`src/sv/twvs_pkg.sv`:
```
`timescale 1ns / 1ps
package twvs_pkg;

  localparam int MAX_LAYERS = 32;
  localparam int ADDR_W     = $clog2(MAX_LAYERS);
  localparam int CNT_W      = $clog2(MAX_LAYERS + 1);

  localparam int THK_W   = 24;
  localparam int VEL_W   = 24;
  localparam int LAYER_W = 6;
  localparam int PROD_W  = 48;
  localparam int TOT_W   = 30;
  localparam int FLUX_W  = 56;
  // quotient bits kept by the divider; anything larger saturates anyway
  localparam int QUO_W   = 25;
  localparam int QCNT_W  = $clog2(QUO_W);

  typedef struct packed {
    logic [THK_W-1:0]        thickness_left;
    logic [THK_W-1:0]        thickness_right;
    logic signed [VEL_W-1:0] layer_velocity;
    logic                    edge_mask;
    logic                    first_layer;
    logic                    last_layer;
    logic                    empty_edge;
  } layer_t;

  typedef struct packed {
    logic                    result_kind;
    logic [LAYER_W-1:0]      layer_number;
    logic signed [VEL_W-1:0] velocity_value;
    logic                    overflow;
    logic                    last_result;
  } result_t;

  localparam logic KIND_DEV  = 1'b0;
  localparam logic KIND_MEAN = 1'b1;

  // sequencer steps
  localparam int PC_W = 4;
  localparam logic [PC_W-1:0] ST_WAIT    = 4'd0;
  localparam logic [PC_W-1:0] ST_ACC     = 4'd1;
  localparam logic [PC_W-1:0] ST_DIVINIT = 4'd2;
  localparam logic [PC_W-1:0] ST_DIVSTEP = 4'd3;
  localparam logic [PC_W-1:0] ST_MEAN    = 4'd4;
  localparam logic [PC_W-1:0] ST_READ    = 4'd5;
  localparam logic [PC_W-1:0] ST_EMIT    = 4'd6;
  localparam logic [PC_W-1:0] ST_FINAL   = 4'd7;

  // jump conditions
  localparam int COND_W = 3;
  localparam logic [COND_W-1:0] C_ALWAYS      = 3'd0;
  localparam logic [COND_W-1:0] C_END_ITEM    = 3'd1;
  localparam logic [COND_W-1:0] C_DIV_SKIP    = 3'd2;
  localparam logic [COND_W-1:0] C_DIV_DONE    = 3'd3;
  localparam logic [COND_W-1:0] C_NO_LAYERS   = 3'd4;
  localparam logic [COND_W-1:0] C_REPLAY_DONE = 3'd5;

  typedef struct packed {
    logic              take_in;
    logic              wait_out;
    logic              acc;
    logic              div_init;
    logic              div_step;
    logic              mean_ld;
    logic              rd;
    logic              emit_dev;
    logic              emit_mean;
    logic [COND_W-1:0] cond;
    logic [PC_W-1:0]   target;
    logic [PC_W-1:0]   alt;
  } uop_t;

  function automatic uop_t uop_rom(input logic [PC_W-1:0] pc);
    uop_t w;
    w = '0;
    w.cond   = C_ALWAYS;
    w.target = ST_WAIT;
    w.alt    = ST_WAIT;
    case (pc)
      ST_WAIT: begin
        w.take_in = 1'b1;
        w.target  = ST_ACC;
      end
      ST_ACC: begin
        w.acc    = 1'b1;
        w.cond   = C_END_ITEM;
        w.target = ST_DIVINIT;
        w.alt    = ST_WAIT;
      end
      ST_DIVINIT: begin
        w.div_init = 1'b1;
        w.cond     = C_DIV_SKIP;
        w.target   = ST_MEAN;
        w.alt      = ST_DIVSTEP;
      end
      ST_DIVSTEP: begin
        w.div_step = 1'b1;
        w.cond     = C_DIV_DONE;
        w.target   = ST_MEAN;
        w.alt      = ST_DIVSTEP;
      end
      ST_MEAN: begin
        w.mean_ld = 1'b1;
        w.cond    = C_NO_LAYERS;
        w.target  = ST_FINAL;
        w.alt     = ST_READ;
      end
      ST_READ: begin
        w.rd     = 1'b1;
        w.target = ST_EMIT;
      end
      ST_EMIT: begin
        w.wait_out = 1'b1;
        w.emit_dev = 1'b1;
        w.cond     = C_REPLAY_DONE;
        w.target   = ST_FINAL;
        w.alt      = ST_READ;
      end
      ST_FINAL: begin
        w.wait_out  = 1'b1;
        w.emit_mean = 1'b1;
      end
      default: begin
        w.target = ST_WAIT;
      end
    endcase
    return w;
  endfunction

endpackage

```
`src/sv/twvs_ram.sv`:
```
`timescale 1ns / 1ps
`default_nettype none
module twvs_ram #(
  parameter int WIDTH = 24,
  parameter int DEPTH = 32
) (
  input  wire logic                     clk,
  input  wire logic                     we,
  input  wire logic [$clog2(DEPTH)-1:0] waddr,
  input  wire logic [WIDTH-1:0]         wdata,
  input  wire logic                     re,
  input  wire logic [$clog2(DEPTH)-1:0] raddr,
  output logic      [WIDTH-1:0]         rdata
);

  logic [WIDTH-1:0] mem [DEPTH];

  always_ff @(posedge clk) begin
    if (we) begin
      mem[waddr] <= wdata;
    end
    if (re) begin
      rdata <= mem[raddr];
    end
  end

endmodule
`default_nettype wire

```
`src/sv/thickness_weighted_velocity_split.sv`:
```
// sequence: a layer word is taken, then accumulated; a word without the last mark
//   frees the input again after the accumulate step
// last word: divider set-up, up to 25 divider steps (one quotient bit a cycle), mean,
//   then per stored layer a velocity store read and a deviation result, then the mean result
// empty edge word: take, accumulate, divider set-up, mean, mean result; stall holds replay
// reset: sequencer to wait, sums, count, mask and overflow cleared; velocity store keeps contents
`timescale 1ns / 1ps
`default_nettype none
module thickness_weighted_velocity_split (
  input  wire logic              clk,
  input  wire logic              rst,
  input  wire logic              layer_valid,
  output logic                   layer_stall,
  input  wire twvs_pkg::layer_t  layer,
  output logic                   result_valid,
  input  wire logic              result_stall,
  output twvs_pkg::result_t      result
);

  logic [twvs_pkg::PC_W-1:0] pc;
  logic [twvs_pkg::PC_W-1:0] pc_next;
  twvs_pkg::uop_t            uw;

  // registered layer word
  logic [twvs_pkg::THK_W-1:0]         te;
  logic signed [twvs_pkg::PROD_W-1:0] prod;
  logic signed [twvs_pkg::VEL_W-1:0]  vel;
  logic                               item_mask;
  logic                               item_first;
  logic                               item_last;
  logic                               item_empty;

  logic [twvs_pkg::TOT_W-1:0]         thickness_total;
  logic signed [twvs_pkg::FLUX_W-1:0] flux_total;
  logic [twvs_pkg::CNT_W-1:0]         layer_count;
  logic                               mask_held;
  logic                               overflow_seen;

  logic [twvs_pkg::TOT_W-1:0]  rem;
  logic [twvs_pkg::QUO_W-1:0]  quo;
  logic [twvs_pkg::QCNT_W-1:0] div_cnt;
  logic                        div_neg;
  logic                        div_zero;
  logic                        div_big;
  logic signed [twvs_pkg::VEL_W-1:0] mean;
  logic [twvs_pkg::CNT_W-1:0]  k;

  logic [twvs_pkg::VEL_W-1:0]  ram_rdata;

  logic                              take;
  logic                              out_free;
  logic [twvs_pkg::THK_W:0]          thk_sum;
  logic signed [twvs_pkg::PROD_W:0]  prod_full;
  logic [twvs_pkg::CNT_W-1:0]        cnt_base;
  logic                              room;
  logic                              ram_we;
  logic [twvs_pkg::FLUX_W-1:0]       flux_abs;
  logic [twvs_pkg::FLUX_W-twvs_pkg::QUO_W-1:0] flux_hi;
  logic                              big_c;
  logic                              zero_c;
  logic [twvs_pkg::TOT_W:0]          trial;
  logic                              trial_ge;
  logic signed [twvs_pkg::VEL_W:0]   dev_full;
  logic signed [twvs_pkg::VEL_W-1:0] dev_sat;
  logic [twvs_pkg::CNT_W-1:0]        k_inc;
  logic                              cond_hit;
  logic                              hold;

  localparam logic [twvs_pkg::QUO_W-1:0] POS_LIM =
    twvs_pkg::QUO_W'((1 << (twvs_pkg::VEL_W-1)) - 1);
  localparam logic [twvs_pkg::QUO_W-1:0] NEG_LIM =
    twvs_pkg::QUO_W'(1 << (twvs_pkg::VEL_W-1));

  assign uw          = twvs_pkg::uop_rom(pc);
  assign layer_stall = !uw.take_in;
  assign take        = uw.take_in && layer_valid;
  assign out_free    = !result_valid || !result_stall;

  // edge thickness and its flux contribution, straight off the input word
  assign thk_sum   = {1'b0, layer.thickness_left} + {1'b0, layer.thickness_right};
  assign prod_full = $signed({1'b0, thk_sum[twvs_pkg::THK_W:1]}) * layer.layer_velocity;

  assign cnt_base = item_first ? '0 : layer_count;
  assign room     = cnt_base < twvs_pkg::CNT_W'(twvs_pkg::MAX_LAYERS);
  assign ram_we   = uw.acc && !item_empty && room;

  // divider front end: magnitudes, zero and saturation tests
  assign flux_abs = flux_total[twvs_pkg::FLUX_W-1] ? (~flux_total + 1'b1) : flux_total;
  assign flux_hi  = flux_abs[twvs_pkg::FLUX_W-1:twvs_pkg::QUO_W];
  assign zero_c   = (thickness_total == '0);
  assign big_c    = flux_hi >= {1'b0, thickness_total};

  assign trial    = {rem, quo[twvs_pkg::QUO_W-1]};
  assign trial_ge = trial >= {1'b0, thickness_total};

  assign dev_full = $signed({ram_rdata[twvs_pkg::VEL_W-1], ram_rdata})
                    - $signed({mean[twvs_pkg::VEL_W-1], mean});
  assign dev_sat  = (dev_full[twvs_pkg::VEL_W] != dev_full[twvs_pkg::VEL_W-1]) ?
                    (dev_full[twvs_pkg::VEL_W] ? {1'b1, {(twvs_pkg::VEL_W-1){1'b0}}}
                                               : {1'b0, {(twvs_pkg::VEL_W-1){1'b1}}})
                    : dev_full[twvs_pkg::VEL_W-1:0];
  assign k_inc    = k + 1'b1;

  always_comb begin
    case (uw.cond)
      twvs_pkg::C_ALWAYS:      cond_hit = 1'b1;
      twvs_pkg::C_END_ITEM:    cond_hit = item_last || item_empty;
      twvs_pkg::C_DIV_SKIP:    cond_hit = zero_c || big_c;
      twvs_pkg::C_DIV_DONE:    cond_hit = (div_cnt == '0);
      twvs_pkg::C_NO_LAYERS:   cond_hit = (layer_count == '0);
      twvs_pkg::C_REPLAY_DONE: cond_hit = (k_inc == layer_count);
      default:                 cond_hit = 1'b1;
    endcase
    hold = (uw.take_in && !layer_valid) || (uw.wait_out && !out_free);
    if (hold) begin
      pc_next = pc;
    end else if (cond_hit) begin
      pc_next = uw.target;
    end else begin
      pc_next = uw.alt;
    end
  end

  always_ff @(posedge clk) begin
    if (rst) begin
      pc <= twvs_pkg::ST_WAIT;
    end else begin
      pc <= pc_next;
    end
  end

  always_ff @(posedge clk) begin
    if (take) begin
      te         <= thk_sum[twvs_pkg::THK_W:1];
      prod       <= prod_full[twvs_pkg::PROD_W-1:0];
      vel        <= layer.layer_velocity;
      item_mask  <= layer.edge_mask;
      item_first <= layer.first_layer;
      item_last  <= layer.last_layer;
      item_empty <= layer.empty_edge;
    end
  end

  // edge sums
  always_ff @(posedge clk) begin
    if (rst) begin
      thickness_total <= '0;
      flux_total      <= '0;
      layer_count     <= '0;
      mask_held       <= 1'b0;
      overflow_seen   <= 1'b0;
    end else if (uw.acc) begin
      if (item_empty) begin
        thickness_total <= '0;
        flux_total      <= '0;
        layer_count     <= '0;
        mask_held       <= 1'b0;
        overflow_seen   <= 1'b0;
      end else begin
        if (item_first) begin
          mask_held <= item_mask;
        end
        if (room) begin
          thickness_total <= (item_first ? '0 : thickness_total)
                             + {{(twvs_pkg::TOT_W-twvs_pkg::THK_W){1'b0}}, te};
          flux_total      <= (item_first ? '0 : flux_total)
                             + {{(twvs_pkg::FLUX_W-twvs_pkg::PROD_W){prod[twvs_pkg::PROD_W-1]}}, prod};
          layer_count     <= cnt_base + 1'b1;
          overflow_seen   <= item_first ? 1'b0 : overflow_seen;
        end else begin
          // dropped layer
          overflow_seen <= 1'b1;
        end
      end
    end else if (uw.emit_mean && out_free) begin
      thickness_total <= '0;
      flux_total      <= '0;
      layer_count     <= '0;
      mask_held       <= 1'b0;
      overflow_seen   <= 1'b0;
    end
  end

  // restoring divider, one quotient bit a cycle
  always_ff @(posedge clk) begin
    if (uw.div_init) begin
      rem      <= flux_hi[twvs_pkg::TOT_W-1:0];
      quo      <= flux_abs[twvs_pkg::QUO_W-1:0];
      div_cnt  <= twvs_pkg::QCNT_W'(twvs_pkg::QUO_W - 1);
      div_neg  <= flux_total[twvs_pkg::FLUX_W-1];
      div_zero <= zero_c;
      div_big  <= big_c;
    end else if (uw.div_step) begin
      rem     <= trial_ge ? twvs_pkg::TOT_W'(trial - {1'b0, thickness_total})
                          : trial[twvs_pkg::TOT_W-1:0];
      quo     <= {quo[twvs_pkg::QUO_W-2:0], trial_ge};
      div_cnt <= div_cnt - 1'b1;
    end
  end

  always_ff @(posedge clk) begin
    if (uw.mean_ld) begin
      if (div_zero) begin
        mean <= '0;
      end else if (div_neg) begin
        if (div_big || quo > NEG_LIM) begin
          mean <= {1'b1, {(twvs_pkg::VEL_W-1){1'b0}}};
        end else begin
          mean <= twvs_pkg::VEL_W'(~quo + 1'b1);
        end
      end else begin
        if (div_big || quo > POS_LIM) begin
          mean <= {1'b0, {(twvs_pkg::VEL_W-1){1'b1}}};
        end else begin
          mean <= quo[twvs_pkg::VEL_W-1:0];
        end
      end
    end
  end

  // replay index
  always_ff @(posedge clk) begin
    if (uw.mean_ld) begin
      k <= '0;
    end else if (uw.emit_dev && out_free) begin
      k <= k_inc;
    end
  end

  twvs_ram #(
    .WIDTH(twvs_pkg::VEL_W),
    .DEPTH(twvs_pkg::MAX_LAYERS)
  ) u_vel_store (
    .clk  (clk),
    .we   (ram_we),
    .waddr(cnt_base[twvs_pkg::ADDR_W-1:0]),
    .wdata(vel),
    .re   (uw.rd),
    .raddr(k[twvs_pkg::ADDR_W-1:0]),
    .rdata(ram_rdata)
  );

  // output word register
  always_ff @(posedge clk) begin
    if (rst) begin
      result_valid <= 1'b0;
    end else if (out_free && (uw.emit_dev || uw.emit_mean)) begin
      result_valid <= 1'b1;
    end else if (!result_stall) begin
      result_valid <= 1'b0;
    end
  end

  always_ff @(posedge clk) begin
    if (out_free && uw.emit_dev) begin
      result.result_kind    <= twvs_pkg::KIND_DEV;
      result.layer_number   <= twvs_pkg::LAYER_W'(k);
      result.velocity_value <= dev_sat;
      result.overflow       <= overflow_seen;
      result.last_result    <= 1'b0;
    end else if (out_free && uw.emit_mean) begin
      result.result_kind    <= twvs_pkg::KIND_MEAN;
      result.layer_number   <= '0;
      result.velocity_value <= mask_held ? mean : '0;
      result.overflow       <= overflow_seen;
      result.last_result    <= 1'b1;
    end
  end

`ifndef SYNTH
  a_count_cap: assert property (@(posedge clk) disable iff (rst)
    layer_count <= twvs_pkg::CNT_W'(twvs_pkg::MAX_LAYERS))
    else $error("layer count beyond capacity");

  a_last_is_mean: assert property (@(posedge clk) disable iff (rst)
    result_valid |-> (result.last_result == result.result_kind))
    else $error("last word and mean word disagree");

  a_replay_range: assert property (@(posedge clk) disable iff (rst)
    (pc == twvs_pkg::ST_EMIT) |-> (k < layer_count))
    else $error("replay index past stored layers");

  a_div_steps: assert property (@(posedge clk) disable iff (rst)
    (pc == twvs_pkg::ST_DIVSTEP) |-> (!div_zero && !div_big))
    else $error("divider stepping on a skipped division");

  a_edge_cleared: assert property (@(posedge clk) disable iff (rst)
    (pc == twvs_pkg::ST_FINAL && out_free) |=> (layer_count == '0 && !overflow_seen))
    else $error("edge state not cleared after mean word");
`endif

endmodule
`default_nettype wire
```
`config.mk`:
```
export PLATFORM = sky130hd
export DESIGN_NAME = thickness_weighted_velocity_split
export DESIGN_NICKNAME = d
export VERILOG_FILES = /design/src/sv/twvs_pkg.sv /design/src/sv/twvs_ram.sv /design/src/sv/thickness_weighted_velocity_split.sv
export SDC_FILE = /design/constraint.sdc
export NUM_CORES = 2
export LEC_CHECK = 0
export ABC_AREA = 1
export ABC_CLOCK_PERIOD_IN_PS = 21200
export BUFFER_PORTS_ARGS = -buffer_cell sky130_fd_sc_hd__buf_2
export CORE_MARGIN = 5
export CORE_UTILIZATION = 45
export CTS_CLUSTER_SIZE = 16
export DETAILED_ROUTE_END_ITERATION = 10
export GPL_TIMING_DRIVEN = 1
export PLACE_DENSITY = 0.56
export SLEW_MARGIN = 30
export SYNTH_ARGS = -nofsm -noshare
export SYNTH_HDL_FRONTEND = slang
export SYNTH_SLANG_ARGS = --single-unit
```
`constraint.sdc`:
```
create_clock -name clk -period 21.2 [get_ports clk]
set_input_delay 1.06 -clock clk [delete_from_list [all_inputs] [get_ports clk]]
set_output_delay 1.06 -clock clk [all_outputs]
set_load 0.01 [all_outputs]
```
# Word level (Yosys, flattened, before mapping)
# Memories as Yosys holds them, arrays and structs flattened. A register that Yosys moved wholly into a read port is not among the register bits.
# Index checks and enable logic that the tools add are counted.
dict set report word_totals {
  mem_bits_rw 768
  out_inout_bits 35
  memories 1
  word_cells 152
  input_bits 80
  register_bits 324
}
dict set report op_classes {
  add_sub_neg 10
  muxes 55
  bitwise_logic 2
  n_lt_le_gt_ge 5
  eq_ne 18
  reduce_logical 34
  mul 1
}
# name words width rd rd_ports_with_merged_regs wr line_no
set mem_list {}
lappend mem_list {u_vel_store.mem 32 24 1 1 1 twvs_ram.sv:16} ;# logic [WIDTH-1:0] mem [DEPTH];
# op n
set ops {}
lappend ops {{$mux W56} 6}
lappend ops {{$mux W30} 8}
lappend ops {{$mux W24} 6}
lappend ops {{$mux W32} 2}
lappend ops {{$ge A31 B30 Y1} 2}
lappend ops {{$add A56 B1 Y56 const B} 1}
lappend ops {{$add A56 B56 Y56} 1}
lappend ops {{$not A56 Y56} 1}
lappend ops {{$mux W25} 2}
lappend ops {{$mul A25 B24 Y48} 1}
lappend ops {{$add A30 B24 Y30} 1}
lappend ops {{$logic_not A30 Y1} 1}
lappend ops {{$mux W6} 5}
lappend ops {{$pmux W3 S5} 2}
lappend ops {{$sub A30 B30 Y30} 1}
lappend ops {{$add A24 B24 Y25} 1}
lappend ops {{$gt A25 B23 Y1 const B} 1}
lappend ops {{$gt A25 B24 Y1 const B} 1}
lappend ops {{$sub A24 B24 Y25} 1}
lappend ops {{$add A24 B1 Y24 const B} 1}
lappend ops {{$not A24 Y24} 1}
lappend ops {{$mux W1} 21}
lappend ops {{$eq A4 B3 Y1 const B} 4}
lappend ops {{$add A6 B1 Y6 const B} 2}
lappend ops {{other kinds (24)} 52}

# Longest topological paths before layout
dict set report logic_depth {
  depth_word 7
  mapped_depth 41
}

# Hierarchy
# Synthesis repeated with hierarchy kept, for this count alone.
dict set report unflattened {
  cells_unflattened 8638
  hier_area_um2 76847.5
}
# mod area_each_um2 instances seq_area_each_um2 cells_per_inst
set modules_own_cells {}
lappend modules_own_cells {thickness_weighted_velocity_split 44846.8 1 8598.2 5973}
lappend modules_own_cells {twvs_ram 32000.7 1 23782.8 2665}

# Worst setup path after synthesis
# OpenSTA, ideal clock, no wires.
dict set report synth_path {
  path_kind {in2reg}
  start {input port layer[33] (netlist bit)}
  end {register prod[42] (netlist bit), data pin}
  setup_ps 265
  cell_stages 34
  slack_ps 13222
  arrival_time_ps 7713
  required_time_ps 20935
  n_path_buf 1
  path_cell_list {ha_1 > a21oi_1 > nor2_1 > o21ai_1 > nand2_1 > a21oi_2 > o21bai_2 > inv_2 > o21ai_1 > or2_2 > nand2_2 > buf_6 > nor2_2 > fa_1 > inv_1 > fa_1 > fa_1 > inv_1 > fa_1 > fa_1 > fa_1 > inv_1 > fa_1 > inv_1 > ha_1 > nand2_1 > nor2_1 > inv_1 > o21ai_0 > nand3_1 > nand3_1 > a21oi_1 > o21ai_0 > xor2_1}
}
dict set report synth_via {
  elab_chain_cells 2
}
# item line_no
set synth_lines {}
lappend synth_lines {{start, declared} thickness_weighted_velocity_split.sv:14} ;# input wire twvs_pkg::layer_t layer,
lappend synth_lines {{$add A24 B24 Y25} thickness_weighted_velocity_split.sv:80} ;# assign thk_sum = {1'b0, layer.thickness_left} + {1'b0, layer.thickness_right};
lappend synth_lines {{$mul A25 B24 Y48} thickness_weighted_velocity_split.sv:81} ;# assign prod_full = $signed({1'b0, thk_sum[twvs_pkg::THK_W:1]}) * layer.layer_velocity;
lappend synth_lines {{named net prod_full, one bit} thickness_weighted_velocity_split.sv:53} ;# logic signed [twvs_pkg::PROD_W:0] prod_full;
lappend synth_lines {{end signal, assigned} thickness_weighted_velocity_split.sv:135} ;# prod <= prod_full[twvs_pkg::PROD_W-1:0];
lappend synth_lines {{end, declared} thickness_weighted_velocity_split.sv:26} ;# logic signed [twvs_pkg::PROD_W-1:0] prod;
# The timed path passes the listed nets, and every way through them passes these cells.
# A chain may end at the register's enable or synchronous reset.

# Worst setup path after layout
dict set report layout_path {
  start {input port layer[41] (netlist bit)}
  end {register prod[28] (netlist bit), data pin}
}
# The elaborated chain is that of the path after synthesis.

==> metrics.md <==
| Metric | Value |
|---|---|
| DP Wirelength | 189000 µm |
| # IOs | 115 |
| Adder-cell share of the synthesized area | approximately 19% |
| Layout cells sized above 1 | 7.36% |
| Die outline width | roughly 420 µm |
| Startpoint Class | primary input |
| Status | complete, no violations |
| Post-cts gate resize count | 0 |
| Wire per inst | 25.4 µm |
| Post-CTS Hold Buffers | 0 |
| Combinational family with the most area after synthesis | adder cells |
| WP data required | 21730 ps |
| Most frequent cell after synthesis | nor2_1 |
| Crit-path max cell delay | 770 ps |
| # port buffers | approximately 110 |
| Crit Path Max Fanout | 15 |
| Clk Latency, worst-skew pair | 800 ps |
| Die area | between 0.15 and 0.2 mm² |
| Synth cell count leaders | nor2_1 (1214), nand2_1 (1185), inv_1 (1070) |
| Footprint of the multi-input gates | 0.0381 mm² |
| Leading area contributor after synthesis | edfxtp_1 |
| Post-Syn Instances | 8191 |
| WS Path Type | in -> reg |
| XOR/XNOR Fraction of Synth Area | 1.70% |
| Remaining global-route overflow | 0 |
| Arrival time of the worst setup path | roughly 9600 ps |
| Largest net degree at the start of global routing | approximately 180 |
| Total track usage | 29.9% |
| Peak Freq | 111 MHz |
| Final wirelength | 267000 µm |
| Vias | 60600 |
| Setup Skew | 45.4 ps |
| Initial antenna violation count | 9 |
| Max clock buf depth | 3 |
| Compound-cell area share of the yosys netlist | 12.4% |
| # Post-CTS Setup Buffers | 0 |
| Residual DRC count | 0 |
| RSZ-0062 raised after global routing | false |
| Antenna viol nets, final | 0 |
| Flops & latches, synth | 1115 |
| First-pass GRT wire length | 391000 µm |
| CORE AREA | around 0.17 mm² |
| Endpoints failing hold | 0 |
| CTS tree | done |
| Clk slew on worst S/H paths | 60 ps |
| Number of DRC markers in iteration 0 | about 6100 |
| Number of synthesized flops with an enable pin | approximately 1000 |
| DR pass1 iterations | 7 |
| Mapped Nets | 9151 |
| Fillers | 15800 |
| Tightest Pin Transition | approximately 1000 ps |
| Final worst setup slack | 12170 ps |
| Synth Flop Type | edfxtp_1 |
| Warnings, synthesis | 0 |
| Mean post-synth cell area | 9.25 µm² |
| MaxCap Viol Count | 0 |
| Final nets | 9163 |
| Drt via density | between 5 and 6 |
| Mux contribution to synthesized area | 0% |
| Register area share after synthesis | 42.7% |
| Final Slew Violations | 0 |
| Root Buffer | clkbuf_16 |
| Tcrit/Tclk final | 42.6% |
| Dpl ws | 11480 ps |
| Share of the synthesized area in the top cell type | 39.8% |
| FP Rows | 150 |
| Distinct cells, synth | 63 |
| Number of global-route vias before repair | 59300 |
| Slew margin rel. | 32.2% |
| Cell repeated most along the worst path | inv_1 |
| Slowest CP cell | inv_1 |
| Simple-gate share of the synthesized area | 16.5% |
| Minimum clock period | 9030 ps |
| Kind of end point of the critical path | flop |
| Hold Path Class | in -> reg |
| H-Tree Depth | 4 |
| Synth top area cells | edfxtp_1 (40%), fa_1 (13%), ha_1 (6.5%), nor2_1 (6.0%), nand2_1 (5.9%) |
| CTS sink cnt | between 1000 and 1500 |
| Die H | ~420 µm |
| Asr flop ratio synth | 0% |
| Synth Cell Area | 0.0757 mm² |
| Setup_tns | 0 ps |
| CTS Buf Count | 131 |
| Gp weighted congestion | 0.996 |
| Seq. cell area | around 0.032 mm² |
| Initial Util | 45.3% |
| Final setup viols | 0 |
| Layout area overhead | 10.0% |
-- layout make-up --
cell class	instances	area share [%]
Inverter	1101	4.98
Sequential cell	1115	38.9
Multi-Input combinational cell	5631	45.7
Tap cell	2204	3.31
Timing Repair Buffer	223	1.90
Clock buffer	166	4.19
Antenna cell	3	0.00901
Clock inverter	69	1.03
-- sequential cells by signal, summed over array words and instances (netlist names), 3 cells and up --
register,count
quo,25
vel,24
prod,48
u_vel_store.rdata,24
te,24
result,32
u_vel_store.mem,768
layer_count,6
pc,3
rem,30
flux_total,56
thickness_total,30
div_cnt,5
mean,24
k,6
-- critical path: cells and delay by family --
family / cells / cell delay, ps
fa+ha+maj: 9 / 4260
simple gates: 10 / 1690
buf+inv: 9 / 1250
compound gates: 4 / 910
xor+xnor: 1 / 330
-- metal layers --
metal | global-route usage [%] | part of all wire [%]
met1 | 41.3 | 42
met2 | 47.5 | 46
met3 | 5.08 | 7.9
met4 | 11.3 | 4.3
met5 | 0 | 0.018
-- layout by cell type (no fill, tap or decap), drive strengths merged, types with 223 or more instances in the layout --
cell,count
nor2,1241
edfxtp,1005
o21ai,720
nand3,319
nand2,1205
a21oi,383
ha,393
buf,223
inv,1106
fa,487
-- through the flow --
step                cell area (µm²)  instances  utilization (%)  hold WS [ps]
global placement              78600      10200             47.0           435
detailed placement            78800      10300             47.1           445
global route                  83300      10500             49.8           427
CTS                           83100      10500             49.7           414
finish                        83300      10500             49.8           452
floorplan                     75700       8191                -           406
-- kinds of logic after synthesis --
group / Yosys count
AOI/OAI and AO/OA: 1601
xor gates and xnor gates: 145
adders and majority gates: 880
buffers and inverters: 1445
DFF: 1115
and+or+nand+nor: 3005
-- path summary, 6_finish.rpt --
check                                 from              to  slack, ps  cells after the start
worst min register to register  div_cnt[4]      div_cnt[4]        460                      2
worst max-delay path             layer[41]        prod[28]      12170                     33
worst min-delay path              layer[1]       item_last        450                      1
worst max register to register  item_first  flux_total[38]      16770                     17
Power is left out: the tool's default activity adds up to more than one toggle a clock period on the data nets, which glitch-free logic cannot reach.
